--- config.mk ---
export PLATFORM = sky130hd
export DESIGN_NAME = fpa_div_stage
export DESIGN_NICKNAME = d
export VERILOG_FILES = /design/src/sv/fixed_point_q24_8_alu_defines.svh /design/src/sv/fpa_pkg.sv /design/src/sv/fpa_div_stage.sv
export SDC_FILE = /design/constraint.sdc
export NUM_CORES = 1
export LEC_CHECK = 0
export BUFFER_PORTS_ARGS = -buffer_cell sky130_fd_sc_hd__buf_2
export CAP_MARGIN = 20
export CORE_AREA = 3 3 162 164
export CTS_CLUSTER_DIAMETER = 200
export DETAILED_ROUTE_END_ITERATION = 8
export DIE_AREA = 0 0 165 167
export PLACE_DENSITY_LB_ADDON = 0.2
export SYNTH_ARGS = -nofsm -noshare
export SYNTH_HDL_FRONTEND = slang
export SYNTH_SLANG_ARGS = --single-unit
--- constraint.sdc ---
create_clock -name clk -period 10.45 [get_ports clk]
set_input_delay 0.5225 -clock clk [delete_from_list [all_inputs] [get_ports clk]]
set_output_delay 0.5225 -clock clk [all_outputs]
set_load 0.02 [all_outputs]
--- src/sv/fixed_point_q24_8_alu_defines.svh ---
// Assertion macros for the fixed-point ALU, used by the fpa_back module
`ifndef FIXED_POINT_Q24_8_ALU_DEFINES_SVH
`define FIXED_POINT_Q24_8_ALU_DEFINES_SVH
`ifndef SYNTHESIS
// Same-cycle implication, sampled on clk, off while rst_n is low
`define FPA_ASSERT_IMP(lbl, pre, post) \
    lbl: assert property (@(posedge clk) disable iff (!rst_n) (pre) |-> (post)) \
        else $error("fpa assertion failed");
// Next-cycle implication, sampled on clk, off while rst_n is low
`define FPA_ASSERT_NXT(lbl, pre, post) \
    lbl: assert property (@(posedge clk) disable iff (!rst_n) (pre) |=> (post)) \
        else $error("fpa assertion failed");
`else
`define FPA_ASSERT_IMP(lbl, pre, post)
`define FPA_ASSERT_NXT(lbl, pre, post)
`endif
`endif

--- src/sv/fpa_pkg.sv ---
// Shared constants, opcodes and pipeline types of the fixed-point ALU
package fpa_pkg;

    localparam int FRAC_BITS  = 8;
    localparam int DATA_W     = 32;
    // quotient bits resolved per divider stage
    localparam int DIV_STEP   = 2;
    localparam int DIV_BITS   = DATA_W + FRAC_BITS;
    localparam int DIV_STAGES = (DIV_BITS + DIV_STEP - 1) / DIV_STEP;
    // dividend padded with leading zeros to a whole number of stages
    localparam int DIV_NW     = DIV_STAGES * DIV_STEP;

    localparam logic [DATA_W-1:0] FIX_ONE = DATA_W'(1) << FRAC_BITS;

    typedef enum logic [3:0] {
        OP_ADD  = 4'd0,
        OP_SUB  = 4'd1,
        OP_MUL  = 4'd2,
        OP_DIV  = 4'd3,
        OP_MIN  = 4'd4,
        OP_MAX  = 4'd5,
        OP_INC  = 4'd6,
        OP_DEC  = 4'd7,
        OP_FROM = 4'd8,
        OP_TO   = 4'd9,
        OP_CMP  = 4'd10
    } op_t;

    // restoring divider working set: partial remainder, dividend/quotient shifter
    typedef struct packed {
        logic [DATA_W-1:0] rem;
        logic [DIV_NW-1:0] num;
        logic [DATA_W-1:0] divisor;
    } div_state_t;

    // one request as it travels down the pipeline
    typedef struct packed {
        logic [3:0]          op;
        logic [DATA_W-1:0]   simple;
        logic [2*DATA_W-1:0] prod;
        logic                is_less;
        logic                is_equal;
        logic                is_greater;
        logic                div_zero;
        logic                div_neg;
        div_state_t          div;
    } item_t;

    // unsigned magnitude placed as the widened dividend
    function automatic logic [DIV_NW-1:0] div_dividend(logic [DATA_W-1:0] mag);
        return DIV_NW'(mag) << FRAC_BITS;
    endfunction

endpackage

--- src/sv/fpa_div_stage.sv ---
// One divider stage: DIV_STEP restoring division steps, other fields pass along
module fpa_div_stage (
    input  logic            clk,
    input  logic            rst_n,
    input  fpa_pkg::item_t  in_item,
    input  logic            in_valid,
    output logic            in_ready,
    output fpa_pkg::item_t  out_item,
    output logic            out_valid,
    input  logic            out_ready
);

    logic [fpa_pkg::DATA_W:0]   part;
    logic [fpa_pkg::DATA_W:0]   diff;
    logic [fpa_pkg::DATA_W-1:0] rem;
    logic [fpa_pkg::DIV_NW-1:0] num;
    logic                       qbit;
    logic                       load;
    logic                       valid_reg;
    fpa_pkg::item_t             item_reg;
    fpa_pkg::item_t             item_next;

    // each step: shift in one dividend bit, subtract divisor when it fits
    always_comb
    begin
        item_next = in_item;
        rem       = in_item.div.rem;
        num       = in_item.div.num;
        part      = '0;
        diff      = '0;
        qbit      = 1'b0;
        for (int k = 0; k < fpa_pkg::DIV_STEP; k++)
        begin
            part = {rem, num[fpa_pkg::DIV_NW-1]};
            diff = part - {1'b0, in_item.div.divisor};
            qbit = !diff[fpa_pkg::DATA_W];
            rem  = qbit ? diff[fpa_pkg::DATA_W-1:0] : part[fpa_pkg::DATA_W-1:0];
            num  = {num[fpa_pkg::DIV_NW-2:0], qbit};
        end
        item_next.div.rem = rem;
        item_next.div.num = num;
    end

    assign load     = !valid_reg || out_ready;
    assign in_ready = load;

    always_ff @(posedge clk or negedge rst_n)
    begin
        if (!rst_n)
        begin
            valid_reg <= 1'b0;
        end
        else if (load)
        begin
            valid_reg <= in_valid;
        end
    end

    always_ff @(posedge clk)
    begin
        if (load && in_valid)
        begin
            item_reg <= item_next;
        end
    end

    assign out_item  = item_reg;
    assign out_valid = valid_reg;

endmodule

After elaboration in Yosys (flattened, before gate mapping)
Cells that the tools add are included.
{"block": "op_classes", "muxes": 2, "reduce_logical": 5, "add_sub_neg": 2}
{"cell": "33-bit by 32-bit subtractor with 33-bit output", "n": 2}
{"cell": "32-bit two-way mux", "n": 2}
{"cell": "1-bit logical NOT", "n": 3}
{"cell": "1-bit logical AND", "n": 1}
{"cell": "1-bit logical OR", "n": 1}
{"block": "totals", "output_inout_bits": 211, "regBits": 210, "wordCells": 21}

Longest topological paths before layout
{"block": "depth", "word_depth": 4, "ltp_mapped": 30, "mapped_depth_nobuf": 27}

Least setup slack after synthesis
Ideal clock, no wire load.
{"block": "synth_path", "path_kind": "input -> register", "from": "input in_item[71] in the netlist's numbering", "to": "register item_reg (netlist bit out_item[100]) (data pin)", "path_stages": 28, "path_slack_ns": 3.923, "t_arrival_ns": 6.265, "cell_sequence": "inv_1 > ha_1 > inv_1 > fa_1 > a211oi_1 > o21ai_1 > a211oi_1 > o211a_1 > o21a_1 > o2bb2ai_2 > o21ai_2 > xor2_2 > buf_2 > buf_2 > mux2_1 > ha_1 > nand2b_1 > a21oi_1 > o21ai_1 > a21oi_1 > o31a_1 > a2111oi_1 > o211ai_1 > a21o_1 > a21o_1 > xnor2_2 > buf_6 > mux2_1"}
{"item": "from (decl)", "line": "fpa_div_stage.sv:5", "rtl": "input fpa_pkg::item_t in_item,"}
{"item": "to (signal assigned)", "line": "fpa_div_stage.sv:63", "rtl": "item_reg <= item_next;"}
{"item": "to (decl)", "line": "fpa_div_stage.sv:20", "rtl": "fpa_pkg::item_t item_reg;"}

==> summary.md <==
| Metric | Value |
|---|---|
| Startpoint types | `input port` |
| Sequential cell area | `6300 sq um` |
| YS warnings | `0` |
| Max-slew violation count | `0` |
| Crit path required time | `10.71 ns` |
| Layout cells sized above 1 | `39.8%` |
| Vias per cell | `5.04` |
| Max-Cap Viols | `0` |
| Area of the multi-input gates | `3870 sq um` |
| Fillers | `2210` |
| Final setup fails | `0` |
| EDFF count, synth | `209` |
| Final WL | `30100 microns` |
| CP peak stage delay | `0.71 ns` |
| Routed len/inst | `19.4 microns` |
| Register area share after synthesis | `60.5%` |
| CTS clk-pin slew, worst paths | `0.06 ns` |
| CP Max Fanout | `22` |
| Core footprint | `25000 sq um` |
| RSZ-0062 raised after global routing | `false` |
| Skew-Pair Late Insertion Delay | `0.53 ns` |
| Dpl ws | `2.02 ns` |
| Vias in the first global route | `7840` |
| Port bufs | `423` |
| Synthesized area | `10400 sq um` |
| Max VDD drop | `0.000127 V` |
| Routability cong. | `0.848` |
| FF-to-FF Start | `out_valid` |
| Clk root buf | `clkbuf_16` |
| Rows | `58` |
| #FFs+latches synth | `210` |
| Die Wd | `165 microns` |
| Type of the worst min-delay path | `input port to register` |
| Final Hold Fails | `0` |
| PwrDens | `193 nW/um^2` |
| CTS tree | `built` |
| Post-CTS Resized | `0` |
| Nets | `1485` |
| Synth top area cells | `edfxtp_1, ha_1, mux2_1, xnor2_1, a21oi_1` |
| # IOs | `424` |
| CP max-delay cell | `a2111oi_1` |
| Crit path kind | `input port to register` |
| Crit path launch | `in_item[71]` |
| Final hold slack | `0.169 ns` |
| Status | `finished, final reports clean` |
| Min cycle time layout | `7.86 ns` |
| Die area | `27600 sq um` |
| Post-Syn Area per Cell | `13.6 sq um` |
| Htree depth | `1` |
| Net Count, Synth | `1045` |
| DR iter-0 viols | `548` |
| Starting Density | `41.6%` |
| Worst Skew | `0.00897 ns` |
| Mapped Cells | `766` |
| Largest net degree at the start of global routing | `83` |
| Synth top area share | `60.3%` |
| Most common cell in the synthesized netlist | `edfxtp_1` |
| First-pass GRT wire length | `44100 microns` |
| Clock buffer depth | `3` |
| Ys async rst share | `0.476%` |
| Setup TNS | `0 ns` |
| Critical path's top delay family | `compound AO/OA/AOI/OAI gates` |
| Area Growth Syn to Fin | `31.2%` |
| Final period utilization | `75.2%` |
| Tightest Pin Transition | `1.03 ns` |
| Post-synth top area cell | `edfxtp_1` |
| DP HPWL | `23600 microns` |
| Placed cells | `1510` |
| Most frequent cells after synthesis | `edfxtp_1, ha_1, a21oi_1` |
| WP buf/inv | `5` |
| Hold_sp | `in_item[55]` |
| TritonRoute pass-1 iters | `5` |
| Antenna Nets Post-Route | `0` |
| Crit end category | `register` |
| Final cell count without fillers | `1556` |
| Pleak | `5.97 nW` |
| Die Span Y | `167 microns` |
| Initial antenna violation count | `6` |
| Total track usage | `20.6%` |
| Critical Path AT | `8.12 ns` |
| CTS Buf Count | `23` |
| Max Clk Rate | `127 MHz` |
| Clk sinks | `210` |
| DRC viols | `0` |
| Fin util | `54.6%` |
| Detailed-route via count | `7846` |
| Slew headroom | `31.3%` |
| Final WS setup | `2.59 ns` |
| Total global routing overflow | `0` |
| Most common flop cell mapped by yosys | `edfxtp_1` |
| Synth cell types | `59` |
## power by group
group | switching [mW] | internal (mW)
clock | 0.328 | 0.456
sequential | 0.0173 | 1.04
combinational | 0.470 | 0.335
## routing by layer
layer	wire length, microns	part of all wire (%)	GRT usage (%)	up-vias
met5	30	0.10	0	-
met4	912	3.0	6.71	4
met3	2400	8.0	5.22	57
met2	15300	51	36.8	277
met1	11500	38	23.8	3705
li1	-	-	-	3803
## cell families after synthesis
group	synth area share, %
DFF	60.5
AOI/OAI and AO/OA	11.8
and+or+nand+nor	5.83
adders and majority gates	8.08
buffers and inverters	2.50
muxes	6.32
xor gates and xnor gates	4.94
## final timing paths
check                                to  slack, ns  cells past startpoint
setup / recovery           out_item[96]       2.59                     28
hold / removal             out_item[57]       0.17                      1
max in group asynchronous     out_valid      10.05                      2
hold reg to reg               out_valid       0.53                      2
min in group asynchronous     out_valid       0.32                      2
setup reg to reg           out_item[92]       7.08                      4
## timing repair
item	in CTS	in global routing
hold buffers	1	0
endpoints found under the hold margin	1	0
buffers inserted	0	0
## worst reg2reg max path, cell delays in order (launching register included)
cell	delay (ns)
dfrtp_1	0.37
nand2b_1	0.11
and2_4	0.60
buf_4	0.89
buf_4	0.92
## metrics by stage
| step | power, mW | area [sq um] |
|---|---|---|
| after global routing | 2.78 | 13700 |
| after CTS | 2.68 | 13700 |
| after detailed placement | 1.87 | 12900 |
| final | 2.64 | 13700 |
| after global placement | 1.87 | 12900 |
| after floorplan | 1.66 | 10400 |
## flip-flops by register name, summed over array words and instances (netlist names)
register	count
out_item	209
out_valid	1
## placed cells by master, fill, tap and decap left out, drive strengths merged, types with 4 or more instances in the layout
cell type	netlist	routed
a21oi	54	54
edfxtp	209	209
mux2	54	54
clkinv	2	12
o21a	16	16
mux2i	5	5
o21bai	8	8
nor2b	7	7
clkbuf	6	28
buf	7	427
nand3	5	5
nor2	37	37
xnor2	42	42
xor2	15	15
a211o	5	5
nand4	8	8
a31oi	4	4
nand2b	12	12
o31ai	5	5
o21ai	34	34
a21o	30	30
ha	64	64
nand2	31	31
inv	47	48
a211oi	9	9
nor3	8	8
## final cells by class
cell class | count | area share [%]
well taps | 330 | 3.02
flip-flops and latches | 210 | 46.1
diodes | 3 | 0.0550
clock inverters | 14 | 0.953
clock buffers | 28 | 4.35
repair buffers | 428 | 15.8
multi-input cells | 494 | 28.4
inverters | 49 | 1.35
Note: power is estimated with default switching activity, not from simulation.
