===== src/sv/fixed_point_q24_8_alu_defines.svh =====
// Assertion macros for the fixed-point ALU, used by the fpa_back module
`ifndef FIXED_POINT_Q24_8_ALU_DEFINES_SVH
`define FIXED_POINT_Q24_8_ALU_DEFINES_SVH
`ifndef SYNTHESIS
// Same-cycle implication, sampled on clk, off while rst_n is low
`define FPA_ASSERT_IMP(lbl, pre, post) \
    lbl: assert property (@(posedge clk) disable iff (!rst_n) (pre) |-> (post)) \
        else $error("fpa assertion failed");
// Next-cycle implication, sampled on clk, off while rst_n is low
`define FPA_ASSERT_NXT(lbl, pre, post) \
    lbl: assert property (@(posedge clk) disable iff (!rst_n) (pre) |=> (post)) \
        else $error("fpa assertion failed");
`else
`define FPA_ASSERT_IMP(lbl, pre, post)
`define FPA_ASSERT_NXT(lbl, pre, post)
`endif
`endif


===== src/sv/fpa_pkg.sv =====
// Shared constants, opcodes and pipeline types of the fixed-point ALU
package fpa_pkg;

    localparam int FRAC_BITS  = 8;
    localparam int DATA_W     = 32;
    // quotient bits resolved per divider stage
    localparam int DIV_STEP   = 2;
    localparam int DIV_BITS   = DATA_W + FRAC_BITS;
    localparam int DIV_STAGES = (DIV_BITS + DIV_STEP - 1) / DIV_STEP;
    // dividend padded with leading zeros to a whole number of stages
    localparam int DIV_NW     = DIV_STAGES * DIV_STEP;

    localparam logic [DATA_W-1:0] FIX_ONE = DATA_W'(1) << FRAC_BITS;

    typedef enum logic [3:0] {
        OP_ADD  = 4'd0,
        OP_SUB  = 4'd1,
        OP_MUL  = 4'd2,
        OP_DIV  = 4'd3,
        OP_MIN  = 4'd4,
        OP_MAX  = 4'd5,
        OP_INC  = 4'd6,
        OP_DEC  = 4'd7,
        OP_FROM = 4'd8,
        OP_TO   = 4'd9,
        OP_CMP  = 4'd10
    } op_t;

    // restoring divider working set: partial remainder, dividend/quotient shifter
    typedef struct packed {
        logic [DATA_W-1:0] rem;
        logic [DIV_NW-1:0] num;
        logic [DATA_W-1:0] divisor;
    } div_state_t;

    // one request as it travels down the pipeline
    typedef struct packed {
        logic [3:0]          op;
        logic [DATA_W-1:0]   simple;
        logic [2*DATA_W-1:0] prod;
        logic                is_less;
        logic                is_equal;
        logic                is_greater;
        logic                div_zero;
        logic                div_neg;
        div_state_t          div;
    } item_t;

    // unsigned magnitude placed as the widened dividend
    function automatic logic [DIV_NW-1:0] div_dividend(logic [DATA_W-1:0] mag);
        return DIV_NW'(mag) << FRAC_BITS;
    endfunction

endpackage


===== src/sv/fpa_in_if.sv =====
// Request channel of the fixed-point ALU: opcode and two operands
interface fpa_in_if;
    logic               valid;
    logic               ready;
    logic [3:0]         op;
    logic signed [31:0] operand_a;
    logic signed [31:0] operand_b;

    modport source (output valid, output op, output operand_a, output operand_b,
                    input ready);
    modport sink   (input valid, input op, input operand_a, input operand_b,
                    output ready);
endinterface


===== src/sv/fpa_front.sv =====
// First pipeline stage: decode, simple ops, compare, multiply, divider setup
module fpa_front (
    input  logic            clk,
    input  logic            rst_n,
    fpa_in_if.sink          cmd,
    output fpa_pkg::item_t  out_item,
    output logic            out_valid,
    input  logic            out_ready
);

    logic signed [fpa_pkg::DATA_W-1:0]   a;
    logic signed [fpa_pkg::DATA_W-1:0]   b;
    logic        [fpa_pkg::DATA_W-1:0]   ua;
    logic        [fpa_pkg::DATA_W-1:0]   ub;
    logic        [fpa_pkg::DATA_W-1:0]   abs_a;
    logic        [fpa_pkg::DATA_W-1:0]   abs_b;
    logic signed [2*fpa_pkg::DATA_W-1:0] prod;
    logic                                load;
    logic                                valid_reg;
    fpa_pkg::item_t                      item_reg;
    fpa_pkg::item_t                      item_next;

    assign a  = cmd.operand_a;
    assign b  = cmd.operand_b;
    assign ua = cmd.operand_a;
    assign ub = cmd.operand_b;

    // magnitudes for the unsigned divider
    assign abs_a = ua[fpa_pkg::DATA_W-1] ? (~ua + 32'd1) : ua;
    assign abs_b = ub[fpa_pkg::DATA_W-1] ? (~ub + 32'd1) : ub;

    // full signed product, shifted in the last stage
    assign prod = a * b;

    // next item: everything but mul/div is finished here
    always_comb
    begin
        item_next            = '0;
        item_next.op         = cmd.op;
        item_next.prod       = prod;
        item_next.is_less    = (a < b);
        item_next.is_equal   = (a == b);
        item_next.is_greater = (a > b);
        item_next.div_zero   = (cmd.op == fpa_pkg::OP_DIV) && (ub == '0);
        item_next.div_neg    = ua[fpa_pkg::DATA_W-1] ^ ub[fpa_pkg::DATA_W-1];
        item_next.div.rem     = '0;
        item_next.div.num     = fpa_pkg::div_dividend(abs_a);
        item_next.div.divisor = abs_b;
        case (cmd.op)
            fpa_pkg::OP_ADD:  item_next.simple = ua + ub;
            fpa_pkg::OP_SUB:  item_next.simple = ua - ub;
            fpa_pkg::OP_MIN:  item_next.simple = (a <= b) ? ua : ub;
            fpa_pkg::OP_MAX:  item_next.simple = (a >= b) ? ua : ub;
            fpa_pkg::OP_INC:  item_next.simple = ua + 32'd1;
            fpa_pkg::OP_DEC:  item_next.simple = ua - 32'd1;
            fpa_pkg::OP_FROM: item_next.simple = ua << fpa_pkg::FRAC_BITS;
            fpa_pkg::OP_TO:   item_next.simple = a >>> fpa_pkg::FRAC_BITS;
            default:          item_next.simple = '0;
        endcase
    end

    // stage handshake: load when empty or moving on
    assign load      = !valid_reg || out_ready;
    assign cmd.ready = load;

    always_ff @(posedge clk or negedge rst_n)
    begin
        if (!rst_n)
        begin
            valid_reg <= 1'b0;
        end
        else if (load)
        begin
            valid_reg <= cmd.valid;
        end
    end

    always_ff @(posedge clk)
    begin
        if (load && cmd.valid)
        begin
            item_reg <= item_next;
        end
    end

    assign out_item  = item_reg;
    assign out_valid = valid_reg;

endmodule


===== src/flat_wrapper.sv =====
// flat-port wrapper written by rule: the top's interface ports become plain ports
module fpa_front_flat 
  (clk, rst_n, out_item, out_valid, out_ready, cmd_valid, cmd_op, cmd_operand_a, cmd_operand_b, cmd_ready);
  fpa_in_if cmd_i ();
  input  logic clk;
  input  logic rst_n;
  output fpa_pkg::item_t out_item;
  output logic out_valid;
  input  logic out_ready;
  input wire logic [$bits(cmd_i.valid)-1:0] cmd_valid;
  input wire logic [$bits(cmd_i.op)-1:0] cmd_op;
  input wire logic [$bits(cmd_i.operand_a)-1:0] cmd_operand_a;
  input wire logic [$bits(cmd_i.operand_b)-1:0] cmd_operand_b;
  output wire logic [$bits(cmd_i.ready)-1:0] cmd_ready;
  assign cmd_i.valid = cmd_valid;
  assign cmd_i.op = cmd_op;
  assign cmd_i.operand_a = cmd_operand_a;
  assign cmd_i.operand_b = cmd_operand_b;
  assign cmd_ready = cmd_i.ready;
  fpa_front u_core (.clk(clk), .rst_n(rst_n), .cmd(cmd_i), .out_item(out_item), .out_valid(out_valid), .out_ready(out_ready));
endmodule

===== config.mk =====
export PLATFORM = sky130hd
export DESIGN_NAME = fpa_front_flat
export DESIGN_NICKNAME = d
export VERILOG_FILES = /design/src/sv/fixed_point_q24_8_alu_defines.svh /design/src/sv/fpa_pkg.sv /design/src/sv/fpa_in_if.sv /design/src/sv/fpa_front.sv /design/src/flat_wrapper.sv
export SDC_FILE = /design/constraint.sdc
export NUM_CORES = 2
export LEC_CHECK = 0
export ABC_AREA = 1
export BUFFER_PORTS_ARGS = -buffer_cell sky130_fd_sc_hd__buf_2
export CAP_MARGIN = 10
export CORE_ASPECT_RATIO = 1.4
export CORE_MARGIN = 5
export CORE_UTILIZATION = 35
export CTS_CLUSTER_SIZE = 28
export DETAILED_ROUTE_END_ITERATION = 10
export GPL_TIMING_DRIVEN = 0
export PLACE_DENSITY = 0.62
export SLEW_MARGIN = 30
export SYNTH_ARGS = -nofsm -noshare
export SYNTH_HDL_FRONTEND = slang
export SYNTH_SLANG_ARGS = --single-unit

===== constraint.sdc =====
create_clock -name clk -period 27.7 [get_ports clk]
set_input_delay 5.54 -clock clk [delete_from_list [all_inputs] [get_ports clk]]
set_output_delay 5.54 -clock clk [all_outputs]
set_load 0.005 [all_outputs]

After elaboration in Yosys (flattened, before gate mapping)
Cells that the tools add are included.
{"block": "classes", "n_addsub": 6, "div": 0, "eq_ne": 9, "mux": 5, "multipliers": 1, "shift": 0, "order_cmp": 4, "n_reduce_logical": 6, "bitwise": 3}
{"cell": "$pmux W32 S8", "count": 1}
{"cell": "$add A32 B1 Y32 const B", "count": 3}
{"cell": "$mul A32 B32 Y64", "count": 1}
{"cell": "$mux W32", "count": 2}
{"cell": "$not A32 Y32", "count": 2}
{"cell": "$mux W31", "count": 2}
{"cell": "$add A32 B32 Y32", "count": 1}
{"cell": "$eq A32 B32 Y1", "count": 1}
{"cell": "$ge A32 B32 Y1", "count": 1}
{"cell": "$gt A32 B32 Y1", "count": 1}
{"cell": "$le A32 B32 Y1", "count": 1}
{"cell": "$logic_not A32 Y1", "count": 1}
{"cell": "$lt A32 B32 Y1", "count": 1}
{"cell": "$sub A32 B1 Y32 const B", "count": 1}
{"cell": "$sub A32 B32 Y32", "count": 1}
{"cell": "$eq A4 B3 Y1 const B", "count": 4}
{"cell": "$eq A4 B4 Y1 const B", "count": 2}
{"cell": "$eq A4 B1 Y1 const B", "count": 1}
{"cell": "$eq A4 B2 Y1 const B", "count": 1}
{"cell": "$logic_not A4 Y1", "count": 1}
{"cell": "$logic_and A1 B1 Y1", "count": 2}
{"cell": "$logic_not A1 Y1", "count": 1}
{"cell": "$logic_or A1 B1 Y1", "count": 1}
{"cell": "$xor A1 B1 Y1", "count": 1}
{"block": "totals", "out_inout_bits": 211, "word_cells": 47, "latchBits": 0, "mem_count": 0, "register_bits": 170, "mem_bits_ro": 0, "inputBits": 72, "ramBits": 0}

Logic depth before layout (Yosys ltp)
{"block": "logic_depth", "ltp_word": 3, "mapped_depth": 31}

Worst setup path after synthesis
OpenSTA, ideal clock, no wires.
{"block": "synth_timing", "path_kind": "input-to-reg", "from": "in cmd_valid", "to": "reg u_core.item_reg, in the netlist u_core.out_item[0], enable pin", "path_slack_ps": 13244, "stages": 2, "arrival_ps": 13703, "path_buffers": 0, "t_required_ps": 26947, "cell_sequence": "inv_1 > a21oi_1"}
{"block": "synth_via", "elab_chain_len": 1}
{"element": "start: declaration", "line": "flat_wrapper.sv:10", "rtl": "input wire logic [$bits(cmd_i.valid)-1:0] cmd_valid;"}
{"element": "$logic_and A1 B1 Y1", "line": "fpa_front.sv:80", "rtl": "if (load && cmd.valid)"}
{"element": "end signal: assignment", "line": "fpa_front.sv:82", "rtl": "item_reg <= item_next;"}
{"element": "end: declaration", "line": "fpa_front.sv:20", "rtl": "fpa_pkg::item_t item_reg;"}
No other way between the ends.
A chain may end at the register's enable or synchronous reset.

==> results.cfg <==
[placement]
port_buffers = 242
dp_hpwl_mm = 205
dpl.cell_count = 8749
place.gp.congestion = 1.02

[clock_tree]
post_cts_resized = 0
cts.sinks = 170
cts_buffers = 17
cts_tree = yes
clk_latency_ns = 0.55
post_cts_buffers = 0
clkTransAtPathRegs_ns = 0.09
cts_hold_buf = 0
clockBufferDepth = 2
h-tree-depth = 4
cts-root-buf = clkbuf_16

[floorplanning]
dieArea_um2 = 155000
row_count = 166
fp.dieW_um = 335
coreArea_um2 = 146000
start_util = 0.352
io_pins = 283
fp.dieH_um = 464

[worst_hold_path]
min_path_type = flip-flop to flip-flop
hold_depth = 2
worstHoldStart = u_core.out_valid$_DFFE_PN0N_
holdPathEnd = u_core.out_valid$_DFFE_PN0N_

[timing]
drv_slew = 0
setup_viol = 0
min_period_ns = 15.42
rsz0062_at_grt = no
worst_slew_pin_slew_ns = 1.16
slew_headroom = 0.230
hold_violations = 0
worst_hold_slack_ns = 0.584
fin_setup_tns_ns = 0
fin_skew_ns = 0.0240
fmaxAchievable_ghz = 0.0649
fin_crit_sh = 0.557

[synthesis]
synth_top_family_by_area = adder cells
yosysTopAreaCell = fa_1
synth_warnings = 0
synth-simple-area-share = 0.177
netlist_area_um2 = 51600
yosys_register_bits = 170
synthXorXnorAreaFrac = 0.0216
ys_top_cells_by_area = fa_1 (42%), inv_1 (13%), nand2_1 (11%)
synth_edf_count = 169
synth_cell_types = 56
synth_top_area_share = 0.421
synthMuxAreaShare = 0
synth_ff_type = edfxtp_1
syn_avg_cell_area_um2 = 7.91
async_flop_share = 0.00588
postSynthCellCount = 6521
synth-compound-area-share = 0.0560
ys_seq_area_frac = 0.0988
synth_adder_area_share = 0.489

[drt]
via_count = 45000
wl_per_cell_um = 26.6
post_drt_via_cell_ratio = 5.12
drt_pass1_iterations = 8
ant_nets = 0
routed_wl_mm = 234
drc = 0
drtIter0Drc = 3773

[setup_path]
cpMostUsedCell = fa_1
worst_setup_path_end_kind = flip-flop
crit_fanout = 11
r2r_cells = 7
cp.arrival_ns = 15.68
cp_cell_sequence = buf_2 -> clkbuf_1 -> buf_1 -> nand2_1 -> inv_1 -> fa_1 -> fa_1 -> fa_2 -> fa_1 -> inv_1 -> fa_1 -> inv_1 -> fa_1 -> fa_1 -> fa_1 -> ha_1 -> nand2_1 -> nor2_1 -> inv_1 -> o21ai_0 -> a31oi_1 -> nand3_1 -> xor2_1
criticalPathCategory = primary input to flip-flop
cp.required_ns = 27.97
worstSetupStartpoint = cmd_operand_b[3]
slowest_delay_ns = 1.02
critPathSlowestCell = fa_1
r2r_slack_ns = 25.33
r2r-start = u_core.out_valid$_DFFE_PN0N_
start_kind = primary input
reg2reg_to = u_core.out_item[108]$_DFFE_PP_

[status]
status = finished clean

[layout]
drive_gt1_frac = 0.0653
syn2layout_area_growth_pct = 9.13
mostFrequentLayoutCells = inv_1 (1778), nand2_1 (1565), fa_1 (1083)
multi_input_area_um2 = 38500
seq_area_um2 = 5100
n_fill_cell = 15300
nNetsFinal = 8273
layout_commonest_cell = inv_1
fin_util = 0.385
layoutNonFillerInstCount = 8784

[grt]
grt_overflow = 0
grt_start_max_net_pins = 25
grt_pass1_vias = 48300
antenna_found_initial = 8
grtUsageTotal = 0.302
grt_pass1_wl_mm = 337

[job]
max-cap-violations = 0
## flip-flops by register name (all words and copies together), names as in the netlist
register / flops
u_core.out_item: 169
u_core.out_valid: 1
## through the flow
| step | instance area [µm²] | setup slack (ns) |
|---|---|---|
| after global routing | 56300 | 12.18 |
| final | 56300 | 12.28 |
| after global placement | 55400 | 8.53 |
| after detailed placement | 55700 | 11.77 |
| after floorplan | 51700 | 13.24 |
| after CTS | 56300 | 12.31 |
## synthesized netlist by cell type, types with 4 or more instances
master,number
buf_2,15
nand4_1,36
nand3_2,4
nand2_1,1565
inv_2,4
inv_1,1778
o211ai_2,9
a31oi_1,25
clkbuf_1,220
nand2_2,9
or2_2,11
nor2_1,338
o21ai_1,5
buf_6,6
nand3_1,202
xor2_1,103
and3_1,5
nor3_1,25
o21ai_0,181
xnor2_1,24
nand3b_1,16
o211ai_1,18
o221ai_1,4
nor3_2,4
a21boi_0,8
a21o_1,22
edfxtp_1,169
a21oi_1,159
buf_1,50
ha_1,281
o21a_1,6
a21oi_2,5
nor4_1,13
fa_1,1084
o21bai_1,31
o22ai_1,15
buf_4,41
## worst max-delay path by stage
| stage | end | slack, ns | cells past startpoint |
|---|---|---|---|
| global placement | u_core.out_item[172]$_DFFE_PP_ | 8.53 | 3 |
| CTS | u_core.out_item[166]$_DFFE_PP_ | 12.31 | 25 |
| global route | u_core.out_item[166]$_DFFE_PP_ | 12.18 | 23 |
| finish | u_core.out_item[166]$_DFFE_PP_ | 12.28 | 23 |
| detailed placement | u_core.out_item[166]$_DFFE_PP_ | 11.77 | 25 |
| floorplan | u_core.out_item[0]$_DFFE_PP_ | 13.24 | 2 |
## logic make-up after synthesis
logic type / count (synthesis)
AO/OA/AOI/OAI: 497
XOR/XNOR: 127
adder cells (fa/ha/maj): 1365
buffers and inverters: 2116
flip-flops: 170
other: 1
AND/OR/NAND/NOR: 2245
## worst max-delay path: cells and delay by family
family	cells	cell delay (ns)
adders and majority gates	9	5.29
and+or+nand+nor	4	0.92
buffers and inverters	7	2.56
xor gates and xnor gates	1	0.16
AOI/OAI and AO/OA	2	1.14
## layout make-up
type | count | share of cell area
timing repair buffer | 257 | 0.0261
buffer | 332 | 0.0267
antenna | 3 | 0.000133
clock buffer | 18 | 0.00762
multi-input combinational | 4274 | 0.684
clock inverter | 14 | 0.00320
sequential | 170 | 0.0906
inverter | 1784 | 0.119
tap | 1932 | 0.0429
## metal layers
metal,global-route usage,share of wire,vias up
met2,0.523,0.49,2173
met3,0.0464,0.065,748
met5,0,0,-
met4,0.231,0.099,0
li1,-,-,19500
met1,0.331,0.35,22500
Power is left out: the tool's default activity adds up to more than one toggle a clock period on the data nets, which glitch-free logic cannot reach.
