--- config.mk ---
export PLATFORM = sky130hd
export DESIGN_NAME = fpa_back_flat
export DESIGN_NICKNAME = d
export VERILOG_FILES = /design/src/sv/fpa_pkg.sv /design/src/sv/fpa_out_if.sv /design/src/sv/fpa_back.sv /design/src/flat_wrapper.sv
export VERILOG_INCLUDE_DIRS = /design/src /design/src/sv
export SDC_FILE = /design/constraint.sdc
export NUM_CORES = 1
export LEC_CHECK = 0
export BUFFER_PORTS_ARGS = -buffer_cell sky130_fd_sc_hd__buf_2
export CAP_MARGIN = 20
export CORE_AREA = 2 2 99 101
export CTS_BUF_LIST = sky130_fd_sc_hd__clkbuf_4 sky130_fd_sc_hd__clkbuf_8 sky130_fd_sc_hd__clkbuf_16
export DETAILED_ROUTE_END_ITERATION = 12
export DIE_AREA = 0 0 101 103
export GPL_TIMING_DRIVEN = 0
export HOLD_SLACK_MARGIN = 0.15
export PLACE_DENSITY = 0.63
export RECOVER_POWER = 100
export SLEW_MARGIN = 20
export SYNTH_ARGS = -nofsm -noshare
export SYNTH_HDL_FRONTEND = slang
export SYNTH_SLANG_ARGS = --single-unit
--- constraint.sdc ---
create_clock -name clk -period 1.5 [get_ports clk]
set_input_delay 0.15 -clock clk [delete_from_list [all_inputs] [get_ports clk]]
set_output_delay 0.15 -clock clk [all_outputs]
set_load 0.03 [all_outputs]
--- src/sv/fixed_point_q24_8_alu_defines.svh ---
// Assertion macros for the fixed-point ALU, used by the fpa_back module
`ifndef FIXED_POINT_Q24_8_ALU_DEFINES_SVH
`define FIXED_POINT_Q24_8_ALU_DEFINES_SVH
`ifndef SYNTHESIS
// Same-cycle implication, sampled on clk, off while rst_n is low
`define FPA_ASSERT_IMP(lbl, pre, post) \
    lbl: assert property (@(posedge clk) disable iff (!rst_n) (pre) |-> (post)) \
        else $error("fpa assertion failed");
// Next-cycle implication, sampled on clk, off while rst_n is low
`define FPA_ASSERT_NXT(lbl, pre, post) \
    lbl: assert property (@(posedge clk) disable iff (!rst_n) (pre) |=> (post)) \
        else $error("fpa assertion failed");
`else
`define FPA_ASSERT_IMP(lbl, pre, post)
`define FPA_ASSERT_NXT(lbl, pre, post)
`endif
`endif

--- src/sv/fpa_pkg.sv ---
// Shared constants, opcodes and pipeline types of the fixed-point ALU
package fpa_pkg;

    localparam int FRAC_BITS  = 8;
    localparam int DATA_W     = 32;
    // quotient bits resolved per divider stage
    localparam int DIV_STEP   = 2;
    localparam int DIV_BITS   = DATA_W + FRAC_BITS;
    localparam int DIV_STAGES = (DIV_BITS + DIV_STEP - 1) / DIV_STEP;
    // dividend padded with leading zeros to a whole number of stages
    localparam int DIV_NW     = DIV_STAGES * DIV_STEP;

    localparam logic [DATA_W-1:0] FIX_ONE = DATA_W'(1) << FRAC_BITS;

    typedef enum logic [3:0] {
        OP_ADD  = 4'd0,
        OP_SUB  = 4'd1,
        OP_MUL  = 4'd2,
        OP_DIV  = 4'd3,
        OP_MIN  = 4'd4,
        OP_MAX  = 4'd5,
        OP_INC  = 4'd6,
        OP_DEC  = 4'd7,
        OP_FROM = 4'd8,
        OP_TO   = 4'd9,
        OP_CMP  = 4'd10
    } op_t;

    // restoring divider working set: partial remainder, dividend/quotient shifter
    typedef struct packed {
        logic [DATA_W-1:0] rem;
        logic [DIV_NW-1:0] num;
        logic [DATA_W-1:0] divisor;
    } div_state_t;

    // one request as it travels down the pipeline
    typedef struct packed {
        logic [3:0]          op;
        logic [DATA_W-1:0]   simple;
        logic [2*DATA_W-1:0] prod;
        logic                is_less;
        logic                is_equal;
        logic                is_greater;
        logic                div_zero;
        logic                div_neg;
        div_state_t          div;
    } item_t;

    // unsigned magnitude placed as the widened dividend
    function automatic logic [DIV_NW-1:0] div_dividend(logic [DATA_W-1:0] mag);
        return DIV_NW'(mag) << FRAC_BITS;
    endfunction

endpackage

--- src/sv/fpa_out_if.sv ---
// Result channel of the fixed-point ALU: result word and flags
interface fpa_out_if;
    logic               valid;
    logic               ready;
    logic signed [31:0] result;
    logic               is_less;
    logic               is_equal;
    logic               is_greater;
    logic               divide_by_zero;

    modport source (output valid, output result, output is_less, output is_equal,
                    output is_greater, output divide_by_zero, input ready);
    modport sink   (input valid, input result, input is_less, input is_equal,
                    input is_greater, input divide_by_zero, output ready);
endinterface

--- src/sv/fpa_back.sv ---
// Last stage: product scaling, quotient sign, result select, output register
`include "fixed_point_q24_8_alu_defines.svh"

module fpa_back (
    input  logic            clk,
    input  logic            rst_n,
    input  fpa_pkg::item_t  in_item,
    input  logic            in_valid,
    output logic            in_ready,
    fpa_out_if.source       res
);

    logic [fpa_pkg::DATA_W-1:0] mul_res;
    logic [fpa_pkg::DATA_W-1:0] quot;
    logic [fpa_pkg::DATA_W-1:0] div_res;
    logic [fpa_pkg::DATA_W-1:0] result_next;
    logic [fpa_pkg::DATA_W-1:0] result_reg;
    logic                       is_less_reg;
    logic                       is_equal_reg;
    logic                       is_greater_reg;
    logic                       div_zero_reg;
    logic                       valid_reg;
    logic                       load;

    // arithmetic shift of the product, low word kept
    assign mul_res = in_item.prod[fpa_pkg::FRAC_BITS +: fpa_pkg::DATA_W];

    // quotient truncated toward zero; zero divisor gives zero
    assign quot    = in_item.div.num[fpa_pkg::DATA_W-1:0];
    assign div_res = in_item.div_zero ? '0 : (in_item.div_neg ? (~quot + 32'd1) : quot);

    always_comb
    begin
        case (in_item.op)
            fpa_pkg::OP_MUL: result_next = mul_res;
            fpa_pkg::OP_DIV: result_next = div_res;
            default:         result_next = in_item.simple;
        endcase
    end

    // output register parts the pipeline from the consumer
    assign load     = !valid_reg || res.ready;
    assign in_ready = load;

    always_ff @(posedge clk or negedge rst_n)
    begin
        if (!rst_n)
        begin
            valid_reg <= 1'b0;
        end
        else if (load)
        begin
            valid_reg <= in_valid;
        end
    end

    always_ff @(posedge clk)
    begin
        if (load && in_valid)
        begin
            result_reg     <= result_next;
            is_less_reg    <= in_item.is_less;
            is_equal_reg   <= in_item.is_equal;
            is_greater_reg <= in_item.is_greater;
            div_zero_reg   <= in_item.div_zero;
        end
    end

    assign res.valid          = valid_reg;
    assign res.result         = result_reg;
    assign res.is_less        = is_less_reg;
    assign res.is_equal       = is_equal_reg;
    assign res.is_greater     = is_greater_reg;
    assign res.divide_by_zero = div_zero_reg;

    // checks
    `FPA_ASSERT_IMP(a_flags_onehot, valid_reg, $onehot({is_less_reg, is_equal_reg, is_greater_reg}))
    `FPA_ASSERT_IMP(a_dz_zero_result, valid_reg && div_zero_reg, result_reg == '0)
    `FPA_ASSERT_IMP(a_div_self_is_one, in_valid && (in_item.op == fpa_pkg::OP_DIV) && in_item.is_equal && !in_item.div_zero, div_res == fpa_pkg::FIX_ONE)
    `FPA_ASSERT_NXT(a_load_shows_valid, in_valid && load, valid_reg)

endmodule

--- src/flat_wrapper.sv ---
// flat-port wrapper written by rule: the top's interface ports become plain ports
module fpa_back_flat 
  (clk, rst_n, in_item, in_valid, in_ready, res_valid, res_result, res_is_less, res_is_equal, res_is_greater, res_divide_by_zero, res_ready);
  fpa_out_if res_i ();
  input  logic clk;
  input  logic rst_n;
  input  fpa_pkg::item_t in_item;
  input  logic in_valid;
  output logic in_ready;
  output wire logic [$bits(res_i.valid)-1:0] res_valid;
  output wire logic [$bits(res_i.result)-1:0] res_result;
  output wire logic [$bits(res_i.is_less)-1:0] res_is_less;
  output wire logic [$bits(res_i.is_equal)-1:0] res_is_equal;
  output wire logic [$bits(res_i.is_greater)-1:0] res_is_greater;
  output wire logic [$bits(res_i.divide_by_zero)-1:0] res_divide_by_zero;
  input wire logic [$bits(res_i.ready)-1:0] res_ready;
  assign res_valid = res_i.valid;
  assign res_result = res_i.result;
  assign res_is_less = res_i.is_less;
  assign res_is_equal = res_i.is_equal;
  assign res_is_greater = res_i.is_greater;
  assign res_divide_by_zero = res_i.divide_by_zero;
  assign res_i.ready = res_ready;
  fpa_back u_core (.clk(clk), .rst_n(rst_n), .in_item(in_item), .in_valid(in_valid), .in_ready(in_ready), .res(res_i));
endmodule
After elaboration in Yosys (flattened, before gate mapping):

Index checks and enable logic that the tools add are counted.

* $add $sub $neg: 1
* $mul: 0
* div/mod/pow operators: 0
* magnitude comparators: 0
* equality and inequality tests: 2
* shift-type cells: 0
* multiplexer cells: 3
* bitwise operators: 1
* reduce and logical (&&, ||, !) cells: 3

Operators by type and width (count)
* 2-to-1 mux 32 bit: 2
* case mux 32 bit (2 select lines): 1
* adder 32 x 1 -> 32 bit, second input constant: 1
* inverter 32 bit: 1
* equality test 4 x 2 -> 1 bit, second input constant: 2
* logical AND 1 bit: 1
* zero test 1 bit: 1
* logical OR 1 bit: 1

* register bits: 37
* bits in latches: 0
* memory bits (writable): 0
* ROM bits: 0
* input bits: 213
* output and inout port bits: 38
* logic and storage cells: 16
* memories: 0

Logic depth before layout (Yosys ltp):

Gate-level depths: netlist (run 1).

* depth after elaboration: 5
* mapped depth: 7
* depth with buffers taken out: 7

Least setup slack after synthesis (run 1):

OpenSTA, ideal clock, no wires.

* path type: input-to-reg
* start: input port in_item[32] (netlist bit)
* end: register u_core.result_reg, in the netlist u_core.res.result[29], data pin
* setup time: 266 ps
* arrival time: 1920 ps
* required time: 1234 ps
* slack: -686 ps
* cell stages on the path: 6
* buffers on the path: 1
* path through: or4_4 -> or4b_4 -> buf_6 -> o41ai_4 -> xor2_1 -> o21ai_1

* longest elaborated chain between the ends: 5

Ends and longest elaborated chain
* start, declared: line flat_wrapper.sv:7 `input fpa_pkg::item_t in_item;`
* inverter 32 bit: line fpa_back.sv:30 `assign div_res = in_item.div_zero ? '0 : (in_item.div_neg ? (~quot + 32'd1) : quot);`
* adder 32 x 1 -> 32 bit: line fpa_back.sv:30
* 2-to-1 mux 32 bit (2 in a row): line fpa_back.sv:30
* case mux 32 bit (2 select lines): line fpa_back.sv:34 `case (in_item.op)`
* via u_core.result_next, one bit: line fpa_back.sv:16 `logic [fpa_pkg::DATA_W-1:0] result_next;`
* end signal, assigned: line fpa_back.sv:61 `result_reg <= result_next;`
* end, declared: line fpa_back.sv:17 `logic [fpa_pkg::DATA_W-1:0] result_reg;`

The timed path passes the listed nets, and every way through them passes these cells.
A chain may end at the register's enable or synchronous reset.

Worst setup path after layout (run 1):

* start: input port in_item[33] (netlist bit)
* end: register u_core.result_reg, in the netlist u_core.res.result[27], data pin

Same word-level chain as after synthesis.

==> results.md, run 1 <==
* GRT Max-Usage Layer: met2
* Non-Filler Instances at 544
* CP required at 1.52 ns
* Worst setup EP type: register
* Routed wire length at 9.33 mm
* # IOs at 251
* First-pass GRT wire length at between 10 and 15 mm
* Avg Cell Area, Syn at 9.60 um2
* Vias in the first global route at 2521
* Inst Count DP at 512
* Wirelength per Cell at 17.1 um
* Seq/Total Area, Yosys at 45.7%
* Die X at between 100 and 150 um
* Critical-path top delay cell: or4b_4
* Core Box Area at 0.00946 mm2
* Area leader, netlist: edfxtp_1
* RSZ-0062 raised after global routing: yes
* Dpl ws at -0.992 ns
* Seq cells post-synth at 37
* Total power divided by cell area at 717 mW/mm2
* Setup CP Type: input port to register
* Hold WS at roughly 0.16 ns
* CTS root buf: clkbuf_8
* Worst-skew pair later-pin latency at around 0.30 ns
* Largest net degree at the start of global routing at 37
* CP peak stage delay at 0.56 ns
* M3 GR Usage at under 10%
* Pleak at 1.60 nW
* Drt pass-1 iters at 4
* Max-cap viol count at 0
* 1st-iter DRT viols at 82
* Die Ht at 103 um
* Nets at around 640
* CP most frequent cell: buf_12
* Most frequent cells in the layout: buf_2 (105), clkbuf_1 (48), nor2_1 (36), edfxtp_1 (36), a21oi_1 (23)
* Final setup margin at -0.562 ns
* Initial antenna violation count at 0
* Hold Vio Cnt, Final at 0
* WP buf/inv at 2
* Final setup viols at 25
* Row count at 36
* Vias per std cell at 4.92
* Post-DRT Antenna Nets at 0
* Gr ovfl total at 0
* WP data arrival at 2.09 ns
* Cells after Synth at 252
* Starting Density at between 20 and 30%
* Top_reg_cell synth: edfxtp_1
* Deepest clock path buffer count at 2
* Synth unique cells at 37
* TritonCTS clock tree: yes
* GR Util All Layers at 16.6%
* Clock Pin Slew Worst Setup and Hold Paths at 0.07 ns
* Max Clk Rate at 485 MHz
* Max reg flops at 32
* Post-Syn Area at 0.00242 mm2
* Outcome: complete, but fails checks
* Synth area leaders: edfxtp_1 (45%), xor2_1 (8.3%), nor2_1 (5.7%)
* Port bufs at 146
* Synth Net Count at 466
* Leading cell type in the layout, fill and taps excluded: buf_2
* Final core occ at 41.9%
* Met2 Resource Use GR at 27.2%
* Worst Setup Start Kind: input port
* CTS Buf Count at 5
* Setup Skew at 0.00748 ns
* Area grow syn2layout at 63.6%
* Period utilisation layout at 137%
* Ant diodes at 0
* Setup TNS Final at -7.64 ns
* Peak supply drop at 282 uV
* Post-synth EDFFs at 36
* CP delay by family, top: simple AND/OR/NAND/NOR gates
* Clk sink count at 37
* Slew Limit Fails at 0
* Final RePlAce weighted congestion at 0.856
* Yosys warning total at 0
* DRC Markers at 0
* Worst hold path type: input port to register
* Layout cells sized above 1 at 40.9%
* Worst Path Max Fanout at 4
* Failing checks: setup timing
* Critical-path cell list: buf_12, or4_4, or4b_4, buf_12, o31ai_2, xor2_1, o22ai_1
* DP HPWL at 7.13 mm
* Max-slew headroom at 45.0%
* DR vias at between 2000 and 3000
* Synth top area share at 44.7%
* Die area at 0.0104 mm2
* Tmin final at 2.06 ns
* Worst slew pin tran at 0.825 ns
* Met1 Track Usage GR at around 20%
* Asr flop ratio synth at 2.70%
* Max H-tree Level at 2
## worst min-delay path: stages
cell and delay [ns]:
buf_2 0.08, nand2_1 0.03, o21ai_0 0.07
## where the power goes
| group | internal (mW) | total, mW | leakage, nW | switching [mW] |
|---|---|---|---|---|
| registers | 1.22 | 1.24 | 0.353 | 0.0167 |
| logic | 0.318 | 0.817 | 1.20 | 0.499 |
| clock network | 0.412 | 0.787 | 0.0523 | 0.376 |
## timing repair
action                     CTS  global route
hold buffers                 9             0
resized for setup           36            29
gates cloned                 1             0
setup endpoints to repair   31            30
buffers inserted             6             8
hold endpoints to repair     7             0
pin swaps                   35            25
## synthesized netlist by cell type (7+ instances only)
master,number
a221oi_1,7
nand2_1,11
xnor2_1,7
clkbuf_1,11
edfxtp_1,36
o22ai_1,19
nor2_1,37
a21oi_1,23
o21ai_0,14
xor2_1,23
o31ai_1,9
## layer usage
layer	part of all wire, %	up-vias
met5	0	-
met4	1.8	0
met2	48	90
met3	9.2	12
li1	-	1312
met1	41	1263
## logic make-up after synthesis
family	after synthesis	synth area share [%]
AND/OR/NAND/NOR	81	16.3
AO/OA/AOI/OAI	84	23.3
adder cells (fa/ha/maj)	1	0.517
XOR/XNOR	30	10.9
buffers and inverters	19	3.26
flip-flops	37	45.7
## final timing paths
path / slack [ns] / end / start / cells past startpoint
setup / recovery: -0.56 / u_core.res.result[27] / in_item[33] / 7
hold / removal: 0.16 / u_core.res.result[3] / in_item[176] / 3
setup reg to reg: 0.18 / u_core.res.result[1] / u_core.res.valid / 2
hold reg to reg: 0.95 / u_core.res.result[20] / u_core.res.valid / 2
max in group asynchronous: 0.71 / u_core.res.valid / rst_n / 3
min in group asynchronous: 0.68 / u_core.res.valid / rst_n / 3
## through the flow
step,total power [mW],area (um2)
after detailed placement,2.00,3390
after global routing,2.96,3960
after global placement,1.99,3390
after floorplan,1.66,2520
final,2.84,3960
after CTS,2.84,3810
## final cells by class
class / count / area (um2)
buffer: 15 / 77.6
clock buffer: 8 / 97.6
fill: 975 / 5500
inverter: 4 / 32.5
multi-input combinational: 196 / 1530
sequential: 37 / 1110
tap: 114 / 143
timing repair buffer: 170 / 971
(Power assumes the default switching activity.)
==> run 2: changes to the inputs <==
BUFFER_PORTS_ARGS = not set   (was -buffer_cell sky130_fd_sc_hd__buf_2)
CORE_AREA = 2 2 97 99   (was 2 2 99 101)
DIE_AREA = 0 0 99 101   (was 0 0 101 103)
DONT_BUFFER_PORTS = 1   (was not set)
PLACE_DENSITY = 0.4   (was 0.63)
==> run 2 against run 1 <==
The flow still finishes with violations (setup timing). Largest power group unchanged. Clock skew grew 0.0013 ns. First-iteration DRC count grew 16%. Utilization shrank 1.2 points. Non-clock buffer count shrank 98. Register-to-register slack lost 0.27 ns. Critical endpoint is now u_core.res.result[25].
==> results.md, run 2 (synthesis results as in run 1) <==
* Outcome: complete, but fails checks
* Failing checks: setup timing
* Vias per std cell at 5.24 (+6.5%)
* Max H-tree Level at 2 (unchanged)
* Leading cell type in the layout, fill and taps excluded: dlygate4sd3_1
* Total power divided by cell area at 781 mW/mm2 (+8.8%)
* WP data arrival at 2.05 ns (-0.04 ns)
* Slew Limit Fails at 0 (unchanged)
* Peak supply drop at 354 uV (+26%)
* Nets at 546 (-15%)
* Tmin final at 2.03 ns (-0.0353 ns)
* DRC Markers at 0 (unchanged)
* CTS Buf Count at 5 (unchanged)
* DP HPWL at 6.73 mm (-5.6%)
* Setup Skew at 0.00881 ns (+0.00133 ns)
* 1st-iter DRT viols at 95 (+16%)
* Setup CP Type: input port to register
* Worst-skew pair later-pin latency at 0.30 ns (about the same)
* Gr ovfl total at 0 (unchanged)
* Max Clk Rate at 493 MHz (+1.7%)
* Worst setup EP type: register
* Ant diodes at 0 (unchanged)
* Layout cells sized above 1 at 14.1% (-27 points)
* Most frequent cells in the layout: dlygate4sd3_1 (65), nor2_1 (36), edfxtp_1 (36)
* Wirelength per Cell at 22.1 um (+29%)
* Pleak at 1.29 nW (-20%)
* Area after DPL at 0.00266 mm2 (-22%)
* # IOs at 251 (unchanged)
* Final RePlAce weighted congestion at 0.836 (-2.4%)
* Clk sink count at 37 (unchanged)
* Initial antenna violation count at 0 (unchanged)
* Worst Path Max Fanout at 10 (+6)
* Core Box Area at 0.00898 mm2 (-5.1%)
* CTS root buf: clkbuf_8
* Row count at 35 (-2.8%)
* Port bufs at 0 (-100%)
* Worst hold path type: input port to register
* Starting Density at 27.0% (+1.4 points)
* Final setup margin at -0.526 ns (+0.0353 ns)
* Max-cap viol count at 0 (unchanged)
* Worst slew pin tran at 0.731 ns (-0.0940 ns)
* DR vias at 2327 (-13%)
* Period utilisation layout at 135% (-2.4 points)
* Worst Setup Start Kind: input port
* Clock Pin Slew Worst Setup and Hold Paths at 0.09 ns (+0.02 ns)
* TritonCTS clock tree: yes
* Area grow syn2layout at 50.9%
* CP required at 1.53 ns (about the same)
* Max-slew headroom at 51.3% (+6.3 points)
* Critical-path top delay cell: or4b_4
* Vias in the first global route at 2408 (-4.5%)
* Drt pass-1 iters at 4 (unchanged)
* Fin area at 0.00365 mm2 (-7.8%)
* Largest net degree at the start of global routing at 20 (-46%)
* Die Ht at 101 um (-1.9%)
* Die area at 0.0100 mm2 (-3.9%)
* Final setup viols at 47 (+88%)
* Hold Vio Cnt, Final at 0 (unchanged)
* Deepest clock path buffer count at 2 (unchanged)
* Routed wire length at 9.80 mm (+5.1%)
* GR Util All Layers at 19.3% (+2.7 points)
* RSZ-0062 raised after global routing: yes
* Setup TNS Final at -7.14 ns (+0.500 ns)
* Die X at 99 um (-2.0%)
* First-pass GRT wire length at 14.4 mm (+9.6%)
* Critical-path cell list: or4_4, or4b_4, buf_6, o41ai_4, xor2_1, o22ai_1
* Post-DRT Antenna Nets at 0 (unchanged)
* CP peak stage delay at 0.58 ns (+0.02 ns)
* Max reg flops at 32 (unchanged)
run 2: cell types whose count changed in the layout (fill, tap and decap cells not counted), sizes merged:
cell,before,now
bufinv,0,1
clkinv,1,2
and2,2,3
clkinvlp,0,1
clkbuf,59,16
dlygate4sd3,9,65
buf,125,11
run 2: worst paths after layout:
check | from | end | slack, ns | depth (start not counted)
max in group asynchronous | rst_n | u_core.res.valid | 0.72 | 2
worst min register to register | u_core.res.valid | u_core.res.valid | 1.04 | 2
worst max-delay path | in_item[32] | u_core.res.result[25] | -0.53 | 6
min in group asynchronous | rst_n | u_core.res.valid | 0.65 | 2
worst max register to register | u_core.res.valid | u_core.res.result[29] | -0.09 | 3
worst min-delay path | in_item[118] | u_core.res.result[1] | 0.14 | 2
run 2: what timing repair did:
item / 4_1_cts / 5_1_grt
buffers inserted: 7 / 1
hold buffers: 65 / 0
hold endpoints to repair: 35 / 0
cloned: 1 / 0
gates resized for setup: 8 / 13
endpoints found under the setup margin: 66 / 40
pin swaps: 9 / 11
run 2: worst max-delay path, delay by kind of cell:
family / cells / cell delay (ns)
xor gates and xnor gates: 1 / 0.21
buffers and inverters: 1 / 0.17
and+or+nand+nor: 2 / 1.12
AOI/OAI and AO/OA: 2 / 0.39
run 2: per-stage QoR:
| stage | power, mW | hold slack [ns] | setup WS, ns | utilization [%] | std cells |
|---|---|---|---|---|---|
| 6_report | 2.85 | 0.142 | -0.526 | 40.7 | 444 |
| 5_1_grt | 2.99 | 0.152 | -0.600 | 40.7 | 444 |
| 4_1_cts | 2.88 | 0.150 | -0.507 | 39.9 | 443 |
| 3_5_place_dp | 1.76 | -0.145 | -0.867 | 29.6 | 363 |
| 3_3_place_gp | 1.77 | -0.145 | -0.858 | 29.6 | 363 |
| 2_1_floorplan | 1.66 | -0.146 | -0.685 | - | 252 |
run 2: cell type report:
type	count	area, um2
Fill cell	881	5330
Multi-Input combinational cell	197	1430
Sequential cell	37	1110
Timing Repair Buffer	73	773
Tap cell	111	139
Clock buffer	5	68.8
Buffer	14	61.3
Clock inverter	3	41.3
Inverter	4	32.5
run 2: layer usage:
metal  track usage, %  up-vias  wire length [um]  share of wire [%]
met2             30.8      101              4610                 47
met1             24.8     1099              4240                 43
met4             4.43        0                78               0.80
met5                0        -                 0                  0
li1                 -     1122                 -                  -
met3             7.42        5               872                8.9
run 2: power by group:
part / internal, mW / switching (mW) / total (mW)
logic: 0.301 / 0.271 / 0.572
registers: 1.22 / 0.158 / 1.38
clock network: 0.490 / 0.405 / 0.895
total: 2.02 / 0.835 / 2.85
